### src/hw/rtl/ngvs_pkg.sv
// ----------------------------------------------------------------------------
// ngvs_pkg
// Shared types and constants of the nearest grid value search block: widths,
// controller states, read and result selects, and the command and status
// structs that join the controller to the datapath.
// ----------------------------------------------------------------------------
package ngvs_pkg;

  localparam int GRID_DEPTH_DEF = 256;
  localparam int DATA_W         = 32;
  localparam int IDX_W          = 8;
  localparam int CNT_W          = 9;

  // Item function codes.
  localparam logic FUNC_LOAD  = 1'b0;
  localparam logic FUNC_QUERY = 1'b1;

  typedef enum logic [2:0] {
    ST_IDLE,
    ST_FIRST,
    ST_LAST,
    ST_PROBE,
    ST_MID,
    ST_BELOW,
    ST_ABOVE
  } state_t;

  // Which grid index the memory reads in the current cycle.
  typedef enum logic [2:0] {
    RD_ZERO,
    RD_LAST,
    RD_MID,
    RD_BELOW,
    RD_ABOVE
  } rd_sel_t;

  // Which value is loaded into the result register.
  typedef enum logic [2:0] {
    RES_FIRST,
    RES_RDATA,
    RES_MID,
    RES_PICK_BELOW,
    RES_PICK_ABOVE
  } res_sel_t;

  typedef struct packed {
    logic     write;
    logic     capture;
    rd_sel_t  rd_sel;
    logic     save_first;
    logic     init_bounds;
    logic     set_mid;
    logic     save_mid;
    logic     hi_to_mid;
    logic     lo_to_mid1;
    logic     res_load;
    res_sel_t res_sel;
  } ngvs_cmd_t;

  typedef struct packed {
    logic t_le_first;
    logic t_ge_rd;
    logic t_lt_rd;
    logic t_gt_rd;
    logic rd_eq_t;
    logic mid_gt0;
    logic mid_up_ok;
    logic lo_lt_mid;
    logic mid1_lt_hi;
  } ngvs_status_t;

endpackage

### src/hw/rtl/ngvs_ctrl.sv
// ----------------------------------------------------------------------------
// ngvs_ctrl
// Controller state machine: sequences the bound checks and the binary search
// probes, and raises the result strobe.
// ----------------------------------------------------------------------------
module ngvs_ctrl (
  input  logic                  clk,
  input  logic                  rst,
  input  logic                  start,
  input  logic                  func,
  input  ngvs_pkg::ngvs_status_t status,
  output ngvs_pkg::ngvs_cmd_t   cmd,
  output logic                  busy,
  output logic                  done
);

  ngvs_pkg::state_t state, state_next;

  always_ff @(posedge clk) begin
    if (rst) begin
      state <= ngvs_pkg::ST_IDLE;
      done  <= 1'b0;
    end else begin
      state <= state_next;
      done  <= cmd.res_load;
    end
  end

  assign busy = (state != ngvs_pkg::ST_IDLE);

  always_comb begin
    state_next  = state;
    cmd         = '0;
    cmd.rd_sel  = ngvs_pkg::RD_ZERO;
    cmd.res_sel = ngvs_pkg::RES_RDATA;
    unique case (state)
      ngvs_pkg::ST_IDLE: begin
        if (start) begin
          if (func == ngvs_pkg::FUNC_QUERY) begin
            cmd.capture = 1'b1;
            cmd.rd_sel  = ngvs_pkg::RD_ZERO;
            state_next  = ngvs_pkg::ST_FIRST;
          end else begin
            cmd.write = 1'b1;
          end
        end
      end
      ngvs_pkg::ST_FIRST: begin
        cmd.save_first = 1'b1;
        cmd.rd_sel     = ngvs_pkg::RD_LAST;
        state_next     = ngvs_pkg::ST_LAST;
      end
      ngvs_pkg::ST_LAST: begin
        priority if (status.t_le_first) begin
          cmd.res_load = 1'b1;
          cmd.res_sel  = ngvs_pkg::RES_FIRST;
          state_next   = ngvs_pkg::ST_IDLE;
        end else if (status.t_ge_rd) begin
          cmd.res_load = 1'b1;
          cmd.res_sel  = ngvs_pkg::RES_RDATA;
          state_next   = ngvs_pkg::ST_IDLE;
        end else begin
          cmd.init_bounds = 1'b1;
          state_next      = ngvs_pkg::ST_PROBE;
        end
      end
      ngvs_pkg::ST_PROBE: begin
        cmd.set_mid = 1'b1;
        cmd.rd_sel  = ngvs_pkg::RD_MID;
        state_next  = ngvs_pkg::ST_MID;
      end
      ngvs_pkg::ST_MID: begin
        cmd.save_mid = 1'b1;
        priority if (status.rd_eq_t) begin
          cmd.res_load = 1'b1;
          cmd.res_sel  = ngvs_pkg::RES_RDATA;
          state_next   = ngvs_pkg::ST_IDLE;
        end else if (status.t_lt_rd) begin
          if (status.mid_gt0) begin
            cmd.rd_sel = ngvs_pkg::RD_BELOW;
            state_next = ngvs_pkg::ST_BELOW;
          end else begin
            cmd.hi_to_mid = 1'b1;
            if (status.lo_lt_mid) begin
              state_next = ngvs_pkg::ST_PROBE;
            end else begin
              cmd.res_load = 1'b1;
              cmd.res_sel  = ngvs_pkg::RES_RDATA;
              state_next   = ngvs_pkg::ST_IDLE;
            end
          end
        end else begin
          if (status.mid_up_ok) begin
            cmd.rd_sel = ngvs_pkg::RD_ABOVE;
            state_next = ngvs_pkg::ST_ABOVE;
          end else begin
            cmd.lo_to_mid1 = 1'b1;
            if (status.mid1_lt_hi) begin
              state_next = ngvs_pkg::ST_PROBE;
            end else begin
              cmd.res_load = 1'b1;
              cmd.res_sel  = ngvs_pkg::RES_RDATA;
              state_next   = ngvs_pkg::ST_IDLE;
            end
          end
        end
      end
      ngvs_pkg::ST_BELOW: begin
        if (status.t_gt_rd) begin
          cmd.res_load = 1'b1;
          cmd.res_sel  = ngvs_pkg::RES_PICK_BELOW;
          state_next   = ngvs_pkg::ST_IDLE;
        end else begin
          cmd.hi_to_mid = 1'b1;
          if (status.lo_lt_mid) begin
            state_next = ngvs_pkg::ST_PROBE;
          end else begin
            cmd.res_load = 1'b1;
            cmd.res_sel  = ngvs_pkg::RES_MID;
            state_next   = ngvs_pkg::ST_IDLE;
          end
        end
      end
      ngvs_pkg::ST_ABOVE: begin
        if (status.t_lt_rd) begin
          cmd.res_load = 1'b1;
          cmd.res_sel  = ngvs_pkg::RES_PICK_ABOVE;
          state_next   = ngvs_pkg::ST_IDLE;
        end else begin
          cmd.lo_to_mid1 = 1'b1;
          if (status.mid1_lt_hi) begin
            state_next = ngvs_pkg::ST_PROBE;
          end else begin
            cmd.res_load = 1'b1;
            cmd.res_sel  = ngvs_pkg::RES_MID;
            state_next   = ngvs_pkg::ST_IDLE;
          end
        end
      end
      default: begin
        state_next = ngvs_pkg::ST_IDLE;
      end
    endcase
  end

endmodule

### config.mk
export PLATFORM = sky130hd
export DESIGN_NAME = ngvs_ctrl
export DESIGN_NICKNAME = d
export VERILOG_FILES = /design/src/hw/rtl/ngvs_pkg.sv /design/src/hw/rtl/ngvs_ctrl.sv
export SDC_FILE = /design/constraint.sdc
export NUM_CORES = 1
export LEC_CHECK = 0
export ABC_CLOCK_PERIOD_IN_PS = 4000
export BUFFER_PORTS_ARGS = -buffer_cell sky130_fd_sc_hd__buf_2
export CAP_MARGIN = 20
export CELL_PAD_IN_SITES_DETAIL_PLACEMENT = 1
export CELL_PAD_IN_SITES_GLOBAL_PLACEMENT = 2
export CORE_MARGIN = 3
export CORE_UTILIZATION = 22
export CTS_CLUSTER_DIAMETER = 60
export CTS_CLUSTER_SIZE = 16
export DETAILED_ROUTE_END_ITERATION = 8
export PLACE_DENSITY = 0.88
export SYNTH_ARGS = -nofsm -noshare
export SYNTH_HDL_FRONTEND = slang
export SYNTH_SLANG_ARGS = --single-unit
export TNS_END_PERCENT = 20
### constraint.sdc
create_clock -name clk -period 4 [get_ports clk]
set_input_delay 1 -clock clk [delete_from_list [all_inputs] [get_ports clk]]
set_output_delay 1 -clock clk [all_outputs]
set_load 0.02 [all_outputs]
==> out/results.tsv <==
metric	value	unit
synth.distinct_cells	32	
final_common_cell	buf_2	
rows	16	
min_to	done$_SDFF_PP0_	
grt_max_degree	16	
crit_type	input pin to primary output	
post_cts_resize_count	0	
grt-ovfl-total	0	
cp.required	3000	ps
synth_area_leader_cell	dfxtp_1	
finClkSkew	11.78	ps
setup_slack	987.6	ps
max_freq	332.0	MHz
die_w	53.76	um
synthCells	69	
grt_pass1_vias	590	
r2r-start	state[2]$_SDFFE_PP0P_	
postCtsSetupBuffers	0	
synth_area	501.7	sq um
firstDrtPassIters	4	
post_dp_cell_area	653.1	sq um
grt_pass1_wl	2656	um
start_util	0.2433	
antenna_cells	0	
cts_buffers	3	
end_kind	primary output	
drtIter0Drc	8	
vias	610	
clk_pin_slew	40	ps
crit_path_start_kind	input pin	
core_area	2062	sq um
yosysWarnings	0	
outcome	complete, no violations	
ys_seq_area_frac	0.1596	
ys_ff_latch	4	
via_per_inst	4.919	
clk-insertion-delay-late	250	ps
dpl.cell_count	121	
min_path_type	flip-flop to flip-flop	
wl_per_cell	13.40	um
wl_met3	97	um
power_density	206.7	nW/um^2
drv_cap	0	
fin_tns_setup	0	ps
worst-r2r-setup-slack	2430	ps
nNetsFinal	112	
fin_area	675.6	sq um
portBuffers	29	
drc	0	
arrival	2010	ps
clock_path_buffers	2	
synth_fp_nets	82	
wl_met1	770	um
irDropWorstVdd	0.0001296	V
slew_viol_final	0	
yosys-top-cells-area	dfxtp_1 16%, nand2_1 6.0%, a41oi_1 5.2%, nor3b_2 5.0%, o21ai_0 5.0%	
drt-total-wl	1662	um
area_growth	34.66	%
antenna_found_initial	0	
max_slew_margin	0.6740	
post-place-ws	972.0	ps
p_leak	0.0003949	uW
worst_slew_pin_slew	488.3	ps
finish.utilization	0.3277	
rsz0062_at_grt	no	
crit_fanout	6	
hold_start	state[0]$_SDFFE_PP0P_	
setup_violations	0	
hpwlAfterDp	1372	um
worst_r2r_path_depth	3	
die-area	2890	sq um
htree_levels	1	
finalCriticalPeriod	3012	ps
final_hold_viol_count	0	
route.met2.wl	776	um
rr_endpoint	state[1]$_SDFFE_PP0P_	
die_h	53.76	um
fin_cells	124	
layout_common_cells	29 x buf_2, 8 x nand2_1, 5 x nor2_1, 5 x inv_1, 5 x o21ai_0	
hold_depth	2	
cts_tree	done	
num_io_pins	30	
period_share	0.7531	
avgSynthCellArea	7.271	sq um
cts_root_buf	clkbuf_4	
gp_congestion	0.7055	
final_antenna_net_count	0	
clock-sinks	4	
cts_hold_buf	0	
drive_gt1_frac	0.4021	
grt.total_usage	0.1255	
top_layer_used	met4	
yosysTopAreaCellShare	0.1596	
-- metal layers --
metal,vias up,GRT usage
met5,-,0
met1,277,0.1603
met4,0,0.03830
met3,2,0.04155
met2,21,0.1976
li1,310,-
-- cell usage after synthesis (all sizes together) --
library cell,instances
a31oi,2
a32oi,1
a41oi,3
and2,3
and2b,1
and3,2
and3b,2
buf,3
clkbuf,1
dfxtp,4
inv,5
nand2,8
nand2b,1
nand3,2
nand3b,4
nand4,1
nor2,5
nor2b,1
nor3,2
nor3b,4
nor4b,1
o21a,1
o21ai,8
o21ba,1
o31ai,2
or3,1
-- report_power, final --
part	leakage (uW)	internal, uW	switching (uW)
combinational	0.000349	16.6	23.6
clock	0.0000138	33.7	19.0
sequential	0.0000325	41.6	5.12
total	0.000395	91.9	47.7
-- cell families (layout without fill, tap and decap cells) --
logic type,Yosys count,in the layout,share of synthesized area
buffers and inverters,9,37,0.09226
and+or+nand+nor,38,38,0.5087
DFF,4,4,0.1596
AOI/OAI and AO/OA,18,18,0.2394
-- critical path: stages --
cell	delay, ps
buf_2	110
nor4b_2	430
nand3_1	190
nand2_1	110
buf_2	160
-- worst max-delay path by stage --
stage / end / from / slack [ps] / cells after the start
after detailed placement: cmd[11] / status[4] / 970 / 5
after global placement: cmd[5] / status[4] / 990 / 5
after floorplan: cmd[5] / status[4] / 1070 / 3
after global routing: cmd[11] / status[4] / 840 / 5
final: cmd[11] / status[4] / 990 / 5
after CTS: cmd[11] / status[4] / 970 / 5
-- stage by stage --
stage,power (uW),hold slack (ps)
global route,150.5,845.6
CTS,142.7,795.5
detailed placement,87.79,782.6
floorplan,70.95,634.6
finish,139.7,788.6
global placement,87.09,776.2
-- registers in the layout, summed over array words and instances (netlist names) --
signal,count
done,1
state,3
-- cell type report --
class	count	area, sq um
inverters	5	18.77
multi-input cells	56	375.4
flip-flops and latches	4	80.08
repair buffers	29	145.1
clock buffers	3	22.52
fillers	287	1386
well taps	27	33.78
Note: power is estimated with default switching activity, not from simulation.
